File: config.mk
export PLATFORM = sky130hd
export DESIGN_NAME = chr_cmd_fifo
export DESIGN_NICKNAME = d
export VERILOG_FILES = /design/src/rtl/core/chr_pkg.sv /design/src/rtl/core/chr_cmd_fifo.sv
export SDC_FILE = /design/constraint.sdc
export NUM_CORES = 1
export LEC_CHECK = 0
export BUFFER_PORTS_ARGS = -buffer_cell sky130_fd_sc_hd__clkbuf_2
export CAP_MARGIN = 0
export CORE_MARGIN = 2
export CORE_UTILIZATION = 39
export CTS_BUF_LIST = sky130_fd_sc_hd__clkbuf_4
export DETAILED_ROUTE_END_ITERATION = 10
export GPL_ROUTABILITY_DRIVEN = 0
export PLACE_DENSITY = 0.67
export SYNTH_ARGS = -nofsm -noshare
export SYNTH_HDL_FRONTEND = slang
export SYNTH_SLANG_ARGS = --single-unit
File: constraint.sdc
create_clock -name clk -period 4 [get_ports clk]
set_input_delay 0.8 -clock clk [delete_from_list [all_inputs] [get_ports clk]]
set_output_delay 0.8 -clock clk [all_outputs]
set_load 0.005 [all_outputs]
File: src/rtl/core/chr_pkg.sv
// Shared types and constants for the consistent hash ring.
// Used by every module of the block; depends on nothing else.
`timescale 1ns / 1ps

package chr_pkg;

    localparam int ID_W       = 17;
    localparam int LABEL_W    = 19;
    localparam int HASH_W     = 32;
    localparam int STATUS_W   = 3;
    localparam int BYTE_W     = 8;
    localparam int REPLICAS   = 3;
    localparam int CMD_DEPTH  = 2;

    localparam logic [LABEL_W-1:0] LABEL_STEP = 19'd100000;
    localparam logic [HASH_W-1:0]  KEY_SEED   = 32'd5381;
    localparam logic [HASH_W-1:0]  MIX_MUL    = 32'h045d9f3b;

    // Input kinds carried on the slave tuser.
    localparam logic [1:0] KIND_ADD    = 2'd0;
    localparam logic [1:0] KIND_REMOVE = 2'd1;
    localparam logic [1:0] KIND_KEY    = 2'd2;

    // Result status codes.
    localparam logic [STATUS_W-1:0] ST_OK      = 3'd0;
    localparam logic [STATUS_W-1:0] ST_EMPTY   = 3'd1;
    localparam logic [STATUS_W-1:0] ST_FULL    = 3'd2;
    localparam logic [STATUS_W-1:0] ST_DUP     = 3'd3;
    localparam logic [STATUS_W-1:0] ST_UNKNOWN = 3'd4;

    typedef enum logic [1:0] {
        CMD_ADD,
        CMD_REMOVE,
        CMD_LOOKUP,
        CMD_BADID
    } cmd_op_t;

    typedef struct packed {
        cmd_op_t             op;
        logic [ID_W-1:0]     id;
        logic [HASH_W-1:0]   hash;
    } cmd_t;

    typedef struct packed {
        logic [ID_W-1:0]     id;
        logic [HASH_W-1:0]   hash;
    } ring_entry_t;

    typedef enum logic [3:0] {
        S_IDLE,
        S_DUP_SCAN,
        S_MIX1,
        S_MIX2,
        S_FIND,
        S_SHIFT,
        S_PLACE,
        S_REMOVE,
        S_LOOKUP,
        S_WRAP,
        S_WRAP_RD,
        S_REPLY
    } back_state_t;

endpackage

File: src/rtl/core/chr_cmd_fifo.sv
// Two-entry command queue between the front end and the ring engine.
// Depends on chr_pkg for the command type.
`timescale 1ns / 1ps

module chr_cmd_fifo
(
    input  logic          clk,
    input  logic          rst_n,
    input  logic          push_valid,
    output logic          push_ready,
    input  chr_pkg::cmd_t push_data,
    output logic          pop_valid,
    input  logic          pop_ready,
    output chr_pkg::cmd_t pop_data
);
    import chr_pkg::*;

    localparam int PW = $clog2(CMD_DEPTH);
    localparam int CW = $clog2(CMD_DEPTH + 1);

    cmd_t            slot_reg [CMD_DEPTH];
    logic [PW-1:0]   wptr_reg;
    logic [PW-1:0]   rptr_reg;
    logic [CW-1:0]   cnt_reg;
    logic            do_push;
    logic            do_pop;

    assign push_ready = (cnt_reg != CW'(CMD_DEPTH));
    assign pop_valid  = (cnt_reg != '0);
    assign pop_data   = slot_reg[rptr_reg];
    assign do_push    = push_valid && push_ready;
    assign do_pop     = pop_valid && pop_ready;

    always_ff @(posedge clk)
    begin
        if (do_push)
            slot_reg[wptr_reg] <= push_data;
    end

    always_ff @(posedge clk or negedge rst_n)
    begin
        if (!rst_n)
        begin
            wptr_reg <= '0;
            rptr_reg <= '0;
            cnt_reg  <= '0;
        end
        else
        begin
            if (do_push)
                wptr_reg <= (wptr_reg == PW'(CMD_DEPTH - 1)) ? '0 : wptr_reg + 1'b1;
            if (do_pop)
                rptr_reg <= (rptr_reg == PW'(CMD_DEPTH - 1)) ? '0 : rptr_reg + 1'b1;
            if (do_push && !do_pop)
                cnt_reg <= cnt_reg + 1'b1;
            else if (do_pop && !do_push)
                cnt_reg <= cnt_reg - 1'b1;
        end
    end

endmodule

### Word-level counts from Yosys, hierarchy flattened

Memory sizes are Yosys's and may differ from the RTL's.
Cells that the tools add are included.

| cells by class | value |
|---|---|
| reduce and logical (&&, ||, !) cells | 8 |
| mux-type cells | 6 |
| equal/unequal tests | 1 |
| add/sub/neg operators | 4 |

Operator list:

| kind | number |
|---|---|
| $logic_and 1x1->1 | 4 |
| $mux 1 | 4 |
| $mux 2 | 2 |
| $reduce_bool 2->1 | 2 |
| $add 1x1->1 const B | 2 |
| $add 2x1->2 const B | 1 |
| $logic_not 1->1 | 2 |
| $ne 2x2->1 const B | 1 |
| $sub 2x1->2 const B | 1 |

| word-level totals | value |
|---|---|
| word-level logic and storage cells | 23 |
| input bits | 55 |
| RAM bits | 102 |
| register bits after elaboration | 4 |
| memories kept | 1 |
| output and inout bits | 53 |

Memories:

| memory | words | width | read ports | clocked after Yosys merged registers in | wr ports | line | text |
|---|---|---|---|---|---|---|---|
| slot_reg | 2 | 51 | 1 | 0 | 1 | chr_cmd_fifo.sv:21 | `cmd_t slot_reg [CMD_DEPTH];` |

### Logic depth before layout (Yosys ltp)

| depth | value |
|---|---|
| depth after elaboration | 6 |
| depth in mapped cells | 7 |
| depth with buffers taken out | 7 |

### Worst setup path before layout

OpenSTA, ideal clock, no wires.

| timing | value |
|---|---|
| path type | in2reg |
| start | in push_valid |
| end | mem slot_reg[0][0] in the netlist's numbering (enable) |
| arrival | 3028 ps |
| stages on the path | 2 |
| required time | 3540 ps |
| library setup time | 460 ps |
| slack | 512 ps |
| buffers on the path | 0 |
| path through | nand2_1 nor2_1 |

| on the way | value |
|---|---|
| cells in the longest elaborated chain, start to end | 3 |

RTL lines:

| what | line | text |
|---|---|---|
| start, declared | chr_cmd_fifo.sv:9 | `input logic push_valid,` |
| $logic_and 1x1->1 | chr_cmd_fifo.sv:31 | `assign do_push = push_valid && push_ready;` |
| $mux 1 | chr_cmd_fifo.sv:36 | `if (do_push)` |
| $mux 1 (not written as such) | chr_cmd_fifo.sv:37 | `slot_reg[wptr_reg] <= push_data;` |
| end, declared | chr_cmd_fifo.sv:21 |  |

Every way passes these cells.

==> results.ini <==
[run_status]
status=completed

[worst_setup_path]
max_stage_delay_ps=1060
crit_path_cell_trace=mux2_4, clkbuf_2
cp_top_family=flip-flops
path_class=register to output pin
crit_slowest_cell=dfrtp_4
end_kind=output pin
r2r_slack_ps=2020
cp_max_fo=52
cp.arrival_ps=2070
critPathBufInv=1
crit_path_start_kind=register
crit_required_ps=3200

[clocking]
htree_levels=3
cts_buffers=9
post_cts_resized=0
clockRootBuffer=clkbuf_4
insertion_delay_ps=440
cts_buffer_depth=2
holdBufCountCts=0
tritoncts=yes
cts.clk_slew.worst_paths_ps=150
cts_setup_buffers=0
cts_sinks=106

[synthesis]
synth-seq-cells=106
synth_commonest_cells=edfxtp_1, mux2_4, buf_12
synth_cell_types=15
synth-main-ff-cell=edfxtp_1
synth_edf_count=102
synth_top_area_share_pct=74.2
ys_seq_area_share_pct=76.7
synth_area_leaders=edfxtp_1, mux2_4, buf_12
synthArstFlopShare_pct=3.77
syn_inst=177
synth_area_um2=4130
synth_top_area_cell=edfxtp_1
ys_warn_count=0
syn-num-nets=233
synth.most_common_cell=edfxtp_1
synth.avg_cell_area_um2=23.3

[timing]
tns_ps=0
clock_skew_ps=12.1
finalMaxSlewViolations=0
fmax_mhz=349
rsz0062_at_grt=no
fin_crit_sh_pct=71.7
worst_slew_pin_slew_ps=985
setup_violations=0
hold_viol_final=0
slew_headroom_pct=34.4
fin_crit_ps=2870

[power]
p_total_mw=3.27
p_leak_nw=1.99
irDropWorstVdd_mv=0.517
power_frac_seq_pct=52.7
internal_power_mw=2.38
combPwrFrac_pct=29.7
power_density_nw_per_um2=668
p_switching_uw=897
switching_share_pct=27.4
power.share.clock_pct=17.6

[grt]
grt_max_degree=53
antenna_found_initial=0
overflow=0
grt_use_total_pct=11.5
grt_pass1_vias=2000
grt_pass1_wl_mm=9.82

[die]
fp.dieW_um=107
core_um2=10300
initial_utilization_pct=40.2
dieArea_um2=11400
boundaryPins=108
die_y_um=107
rows=37

[drt]
ant_nets=0
route.detailed.vias_per_inst=4.47
wl_mm=6.27
first_iter_violations=67
route.detailed.drc=0
firstDrtPassIters=4
wl_per_cell_um=14.5
vias=1929

[layout]
diodes=0
design_area_um2=4900
largest_register_ffs=102
layout-drive-gt1-share_pct=60.1
areaGrowthSynthToFinish_pct=18.7
nets=347

[flow_run]
cap_viol_max_count=0

[place]
port_buffers=107
placed_area_um2=4750

[worst_hold_path]
hold_class=input pin to asynchronous set/reset pin

## stage by stage
step	std cells	utilization, %	setup slack, ps	hold WS [ps]
5_1_grt	432	47.7	940	58.5
3_3_place_gp	416	46.2	1580	473
2_1_floorplan	177	-	512	456
6_report	432	47.7	1130	130
3_5_place_dp	416	46.2	1570	501
4_1_cts	432	47.7	1040	95.4
## power by group through the flow
| stage | sequential, mW | clock, mW | combinational, mW |
|---|---|---|---|
| global route | 1.77 | 0.648 | 1.06 |
| CTS | 1.74 | 0.594 | 1.00 |
| floorplan | 1.61 | 0 | 0.857 |
| finish | 1.73 | 0.575 | 0.972 |
| detailed placement | 1.77 | 0 | 1.00 |
| global placement | 1.75 | 0 | 0.993 |
## metal layers
layer | wire (um) | global-route usage [%] | up-vias
met2 | 3140 | 18.3 | 61
met5 | 0 | 0 | -
met1 | 2590 | 14.0 | 946
met4 | 82 | 4.45 | 0
li1 | - | - | 915
met3 | 449 | 4.92 | 7
## final timing paths
check                                 from              end  cells past startpoint
worst max-delay path              rptr_reg     pop_data[22]                      2
worst min-delay path                 rst_n         rptr_reg                      1
worst max register to register  cnt_reg[0]  slot_reg[1][11]                      3
worst min register to register  cnt_reg[1]       cnt_reg[1]                      1
max in group asynchronous            rst_n         rptr_reg                      1
min in group clk                cnt_reg[1]       cnt_reg[1]                      1
## cell families after synthesis
family,count (synthesis),share of synthesized area (%)
flops,106,76.7
mux,51,18.4
simple gates,7,0.819
buf+inv,7,2.79
fa+ha+maj,1,0.303
xor+xnor,5,1.06
## layout by cell type, fill, tap and decap left out, drive strengths merged
cell type and instances:
ha 1, clkbuf 116, or2 1, mux2 51
clkinv 5, nand2b 1, bufinv 2, nor2 2
and3 1, nand2 2, dfrtp 4, xnor2 3
buf 2, xor2 2, edfxtp 102, inv 1
## final cells by class
type,instances,area [um^2]
fill,909,5380
sequential,106,3170
multi-input combinational,64,857
timing repair buffer,109,551
tap,136,170
clock inverter,7,83.8
clock buffer,9,67.6
inverter,1,3.75
Power figures use the tool's default switching activity.
