**config.mk**
```make
export PLATFORM = sky130hd
export DESIGN_NAME = chr_front
export DESIGN_NICKNAME = d
export VERILOG_FILES = /design/src/rtl/core/chr_pkg.sv /design/src/rtl/core/chr_front.sv
export SDC_FILE = /design/constraint.sdc
export NUM_CORES = 1
export LEC_CHECK = 0
export ABC_AREA = 1
export BUFFER_PORTS_ARGS = -buffer_cell sky130_fd_sc_hd__buf_2
export CAP_MARGIN = 20
export CELL_PAD_IN_SITES_DETAIL_PLACEMENT = 1
export CELL_PAD_IN_SITES_GLOBAL_PLACEMENT = 2
export CORE_UTILIZATION = 32
export DETAILED_ROUTE_END_ITERATION = 6
export PLACE_DENSITY = 0.95
export SYNTH_ARGS = -nofsm -noshare
export SYNTH_HDL_FRONTEND = slang
export SYNTH_SLANG_ARGS = --single-unit
```
**constraint.sdc**
```tcl
create_clock -name clk -period 7.65 [get_ports clk]
set_clock_uncertainty 0.1 [all_clocks]
set_input_delay 1.53 -clock clk [delete_from_list [all_inputs] [get_ports clk]]
set_output_delay 1.53 -clock clk [all_outputs]
set_load 0.01 [all_outputs]
```
**src/rtl/core/chr_pkg.sv**
```systemverilog
// Shared types and constants for the consistent hash ring.
// Used by every module of the block; depends on nothing else.
`timescale 1ns / 1ps

package chr_pkg;

    localparam int ID_W       = 17;
    localparam int LABEL_W    = 19;
    localparam int HASH_W     = 32;
    localparam int STATUS_W   = 3;
    localparam int BYTE_W     = 8;
    localparam int REPLICAS   = 3;
    localparam int CMD_DEPTH  = 2;

    localparam logic [LABEL_W-1:0] LABEL_STEP = 19'd100000;
    localparam logic [HASH_W-1:0]  KEY_SEED   = 32'd5381;
    localparam logic [HASH_W-1:0]  MIX_MUL    = 32'h045d9f3b;

    // Input kinds carried on the slave tuser.
    localparam logic [1:0] KIND_ADD    = 2'd0;
    localparam logic [1:0] KIND_REMOVE = 2'd1;
    localparam logic [1:0] KIND_KEY    = 2'd2;

    // Result status codes.
    localparam logic [STATUS_W-1:0] ST_OK      = 3'd0;
    localparam logic [STATUS_W-1:0] ST_EMPTY   = 3'd1;
    localparam logic [STATUS_W-1:0] ST_FULL    = 3'd2;
    localparam logic [STATUS_W-1:0] ST_DUP     = 3'd3;
    localparam logic [STATUS_W-1:0] ST_UNKNOWN = 3'd4;

    typedef enum logic [1:0] {
        CMD_ADD,
        CMD_REMOVE,
        CMD_LOOKUP,
        CMD_BADID
    } cmd_op_t;

    typedef struct packed {
        cmd_op_t             op;
        logic [ID_W-1:0]     id;
        logic [HASH_W-1:0]   hash;
    } cmd_t;

    typedef struct packed {
        logic [ID_W-1:0]     id;
        logic [HASH_W-1:0]   hash;
    } ring_entry_t;

    typedef enum logic [3:0] {
        S_IDLE,
        S_DUP_SCAN,
        S_MIX1,
        S_MIX2,
        S_FIND,
        S_SHIFT,
        S_PLACE,
        S_REMOVE,
        S_LOOKUP,
        S_WRAP,
        S_WRAP_RD,
        S_REPLY
    } back_state_t;

endpackage

```
**src/rtl/core/chr_front.sv**
```systemverilog
// Front end: accepts input transactions, runs the djb2 key hash and
// queues ring commands. Depends on chr_pkg.
`timescale 1ns / 1ps

module chr_front
(
    input  logic                      clk,
    input  logic                      rst_n,
    input  logic                      in_valid,
    output logic                      in_ready,
    input  logic [1:0]                in_kind,
    input  logic [chr_pkg::ID_W-1:0]  in_id,
    input  logic [chr_pkg::BYTE_W-1:0] in_byte,
    input  logic                      in_last,
    output logic                      push_valid,
    input  logic                      push_ready,
    output chr_pkg::cmd_t             push_data
);
    import chr_pkg::*;

    logic [HASH_W-1:0] key_hash_reg;
    logic [HASH_W-1:0] key_hash_next;
    logic [HASH_W-1:0] hash_step;
    logic              accept;
    logic              needs_push;

    assign in_ready  = push_ready;
    assign accept    = in_valid && in_ready;
    assign hash_step = (key_hash_reg << 5) + key_hash_reg + {{(HASH_W-BYTE_W){1'b0}}, in_byte};

    always_comb
    begin
        needs_push    = 1'b0;
        key_hash_next = key_hash_reg;
        push_data.op  = CMD_LOOKUP;
        push_data.id  = in_id;
        push_data.hash = hash_step;
        case (in_kind)
            KIND_ADD, KIND_REMOVE:
            begin
                needs_push = 1'b1;
                if ({2'b00, in_id} >= LABEL_STEP)
                    push_data.op = CMD_BADID;
                else if (in_kind == KIND_ADD)
                    push_data.op = CMD_ADD;
                else
                    push_data.op = CMD_REMOVE;
            end
            KIND_KEY:
            begin
                if (accept)
                    key_hash_next = in_last ? KEY_SEED : hash_step;
                needs_push = in_last;
            end
            default:
            begin
                needs_push = 1'b0;
            end
        endcase
    end

    assign push_valid = accept && needs_push;

    always_ff @(posedge clk or negedge rst_n)
    begin
        if (!rst_n)
            key_hash_reg <= KEY_SEED;
        else
            key_hash_reg <= key_hash_next;
    end

endmodule

```
Yosys cells after proc, flatten, opt, wreduce, memory -nomap -nowiden --
Cells that the tools add are included.
Word-level totals: register bits 32, output and inout port bits 53, word-level logic and storage cells 16
Operators by class: add/sub/neg operators 2, order comparisons 1, equality and inequality tests 2, mux-type cells 5, reductions and logical operators 5
Operator list (number):
- 32-bit adder | 1
- 32-bit by 8-bit adder with 32-bit output | 1
- 32-bit two-way mux | 1
- 17-bit >= comparator (second input constant) | 1
- 2-bit two-way mux | 2
- 2-bit by 1-bit equality test with 1-bit output (second input constant) | 1
- 2-bit equality test (second input constant) | 1
- 1-bit logical AND | 2
- 2-bit logical NOT | 1
- 1-bit case mux with 2 select lines | 1
- 2-bit AND reduction | 1
- 2-bit OR reduction | 1
- 1-bit two-way mux | 1

Longest topological paths before layout --
word-level depth 4, gate-level depth with buffers 15, depth with buffers taken out 15

Worst setup path after synthesis --
No wires, ideal clock.
path type input to output, start input port in_byte[5] (netlist bit), end output port push_data[25] (netlist bit), arrival time 3.277 ns, setup slack 2.743 ns, stages 14, path buffers 0, cell sequence inv_1 -> fa_1 -> inv_1 -> ha_1 -> nand2_1 -> nor2_1 -> nand2_1 -> nand2_1 -> nand2_1 -> nand2_2 -> nand2_2 -> nand2_1 -> nand2_1 -> and2_1
RTL lines:
- start, declared | RTL line chr_front.sv:13 | input logic [chr_pkg::BYTE_W-1:0] in_byte,
- end, declared | RTL line chr_front.sv:17 | output chr_pkg::cmd_t push_data

==> summary.md <==
| Metric | Value |
|---|---|
| Result of the run | `finished, final reports clean` |
| Arrival time at the worst endpoint | `~3800 ps` |
| TritonCTS clock tree | `built` |
| Via density per instance | `4.671` |
| Synth top area share | `0.2299` |
| Post-synthesis instance total | `around 670` |
| Width of the die | `116.5 um` |
| Library cells used by synthesis | `37` |
| Mapped Avg Cell Area | `6.282 um^2` |
| CTS clk-pin slew, worst paths | `approximately 60 ps` |
| Fraction of final layout cells sized beyond drive strength 1 | `0.1456` |
| Min-delay src | `key_hash_reg[31]$_DFFE_PN0P_` |
| Element type at the critical path end | `output pin` |
| Cell taking the most area after synthesis | `nand2_1` |
| Slowest cell on crit path | `fa_1` |
| Largest net degree at the start of global routing | `33` |
| Register-to-register path setup slack | `4880 ps` |
| Initial Utilization | `0.3299` |
| Actual slew at the worst max-slew pin | `892.4 ps` |
| Required @ worst endpoint | `6020 ps` |
| Clock tree root driver cell | `clkbuf_16` |
| Launch instance of the worst register-to-register path | `key_hash_reg[0]$_DFFE_PN1P_` |
| Worst r2r dst | `key_hash_reg[29]$_DFFE_PN0P_` |
| Class of the most critical hold timing path | `reg2reg` |
| Maximum buffer depth of the clock tree | `2` |
| Antenna Diode Count | `0` |
| WL per Instance | `14.77 um` |
| Hold-fix buffers, CTS | `0` |
| Total routing resource utilization after global routing | `0.2128` |
| Filler instances | `1,780` |
| Total CTS buffers | `5` |
| Setup Fix Bufs, Post-CTS | `0` |
| WL final | `13,290 um` |
| Leading cell types in the layout, fill and taps excluded | `257 x nand2_1, 120 x inv_1, 74 x buf_2` |
| Flip-flop and latch count after synthesis | `32` |
| GR Overflow Total | `0` |
| Most common cell after layout, fill and taps aside | `nand2_1` |
| Detailed Place HPWL | `10,940 um` |
| Top FF cell, synth | `dfrtp_1` |
| H-tree Lvls | `2` |
| Max-slew violation count | `0` |
| CP max stage delay | `530 ps` |
| Area of the die | `13,580 um^2` |
| Depth of the worst register-to-register path | `13` |
| Combinational group share of total power | `0.748` |
| Switching power | `1.175 mW` |
| First-pass GRT wire length | `22,070 um` |
| Number of global-route vias before repair | `4,502` |
| Headroom to the max-slew limit | `0.4051` |
| PD cells | `450.6 nW/um^2` |
| Later-pin clock latency in the skew report | `290 ps` |
| CP dominant cell by count | `nand2_1` |
| Total negative slack for setup checks | `0 ps` |
| Vias after detailed routing | `between 4,000 and 5,000` |
| Register area share after synthesis | `0.1923` |
| Unrepaired setup endpoints after global routing | `false` |
| Worst path bufs/invs | `4` |
| Final hold violations | `0` |
| Worst-path maximum fanout | `4` |
| Final Net Count | `around 800` |
| Max FFs per register | `32` |
| Destination of the worst hold path | `key_hash_reg[31]$_DFFE_PN0P_` |
| Relative contribution of sequential cells to total power | `0.141` |
| VDD IR max | `~0.15 mV` |
| Leakage power summed over all cells | `approximately 3.0 nW` |
| Final setup violating endpoints | `0` |
| Final worst-path cycle share | `0.7037` |
| Biggest area contributors in the synthesized netlist | `nand2_1 23%, ha_1 17%, dfrtp_1 16%` |
| # clock sinks | `32` |
| Net Sw Frac | `0.5456` |
| Worst Setup Start Kind | `input port` |
| Clock share of power | `0.110` |
| Final weighted congestion in routability-driven placement | `~0.85` |
| Port-buffer cells | `74` |
| Period minus WS final | `5384 ps` |
| Asr flop ratio synth | `1.000` |
| Core outline area | `12,720 um^2` |
| Initial antenna violation count | `0` |
| DRC | `0` |
| CTS resizes | `0` |
| Die Span Y | `116.5 um` |
| Count of max-cap constraint violations | `0` |
| Worst hold path depth | `2` |
| Kind of critical path | `in2out` |
| Initial drt markers | `114` |
| Signed area change from the synthesized netlist to the final layout | `13.89%` |
| Kind of cell with the highest combined delay on the critical path | `simple AND/OR/NAND/NOR gates` |
| Internal power | `between 0.9 and 1 mW` |
| List of cells traversed by the critical path | `buf_2 -> inv_1 -> fa_1 -> inv_1 -> ha_1 -> nand2_1 -> nor2_1 -> nand2_1 -> nand3_2 -> nand2_1 -> nand2_1 -> nand2_1 -> nand2_1 -> nand2_1 -> and2_1 -> buf_2` |
| Synthesized net count | `about 760` |
| Post-synthesis instance area | `4197 um^2` |
| Synth warn | `0` |
| Post-synth EDFFs | `0` |
| Total number of placement rows | `41` |
| Count of nets left with antenna violations after detail routing | `0` |
| Length of the first detailed-routing pass in iterations | `4` |
| Worst hold-check slack | `404.0 ps` |
| I/O pin cnt | `85` |
| Fmax achieved | `185.8 MHz` |
[synth_stat cells, types with 2 or more instances]
library cell and number:
nand2_1 257, inv_1 120, ha_1 58, nor2_1 41, nand3_1 33, dfrtp_1 27, a21oi_1 23, buf_4 18
and2_1 15, nand2_2 9, xor2_1 8, o21ai_0 7, nand3b_1 6, xnor2_1 6, dfstp_2 5, fa_1 4
a22o_1 3, inv_2 3, nor3_1 3, buf_6 2, nand3_2 2, o21ai_1 2, o22ai_1 2
[logic make-up after synthesis]
family | count (synthesis) | share of synthesized area
buffers and inverters | 145 | 0.1497
adders and majority gates | 62 | 0.1920
AOI/OAI and AO/OA | 41 | 0.05486
and+or+nand+nor | 373 | 0.3781
xor gates and xnor gates | 15 | 0.03310
DFF | 32 | 0.1923
[cell type report]
class / instances / area (um^2) / share of cell area
clock buffer: 6 / 128.9 / 0.02696
clock inverter: 2 / 35.03 / 0.007330
inverter: 123 / 461.7 / 0.09660
multi-input combinational: 491 / 2761 / 0.5777
sequential: 32 / 807.0 / 0.1688
tap: 172 / 215.2 / 0.04503
timing repair buffer: 74 / 370.4 / 0.07749
[per-layer routing]
layer	vias up	GRT usage	share of wire
met3	17	0.01557	0.018
met2	41	0.3759	0.49
met1	1993	0.2781	0.48
li1	2153	-	-
met5	-	0	0
met4	0	0.05812	0.017
[how the worst max path moves through the flow]
stage,start,endpoint,slack [ps],cells past startpoint
floorplan,in_byte[5],push_data[25],2740,14
global placement,in_byte[1],push_data[29],2320,12
detailed placement,in_byte[5],push_data[27],2290,16
CTS,in_byte[5],push_data[27],2260,16
global route,in_byte[5],push_data[26],2050,15
finish,in_byte[5],push_data[27],2270,16
[through the flow]
stage | setup WS (ps) | area, um^2 | power (mW) | util | cells
6_report | 2266 | 4780 | 2.154 | 0.3757 | 900
5_1_grt | 2054 | 4780 | 2.386 | 0.3757 | 900
4_1_cts | 2260 | 4780 | 2.171 | 0.3757 | 900
3_5_place_dp | 2288 | 4616 | 1.911 | 0.3628 | 892
3_3_place_gp | 2316 | 4616 | 1.861 | 0.3628 | 892
2_1_floorplan | 2743 | 4197 | 1.372 | - | 668
[power by group through the flow]
stage	logic [mW]	clock network, mW	registers, mW
floorplan	1.10	0	0.271
global placement	1.56	0	0.303
detailed placement	1.61	0	0.305
CTS	1.63	0.243	0.303
global route	1.83	0.248	0.310
finish	1.61	0.238	0.304
[worst register-to-register path, cell delays in order, from the launching register on]
cell and delay [ps]:
dfstp_2 530, inv_1 90, fa_1 510, inv_1 40
ha_1 370, nand2_1 150, nor2_1 160, nand3_1 100
nand3b_1 190, nand2_1 120, nand2_1 90, nand2_1 60
nand3_1 70, nand2_1 70
No activity file was read; power rests on OpenSTA's default activity.
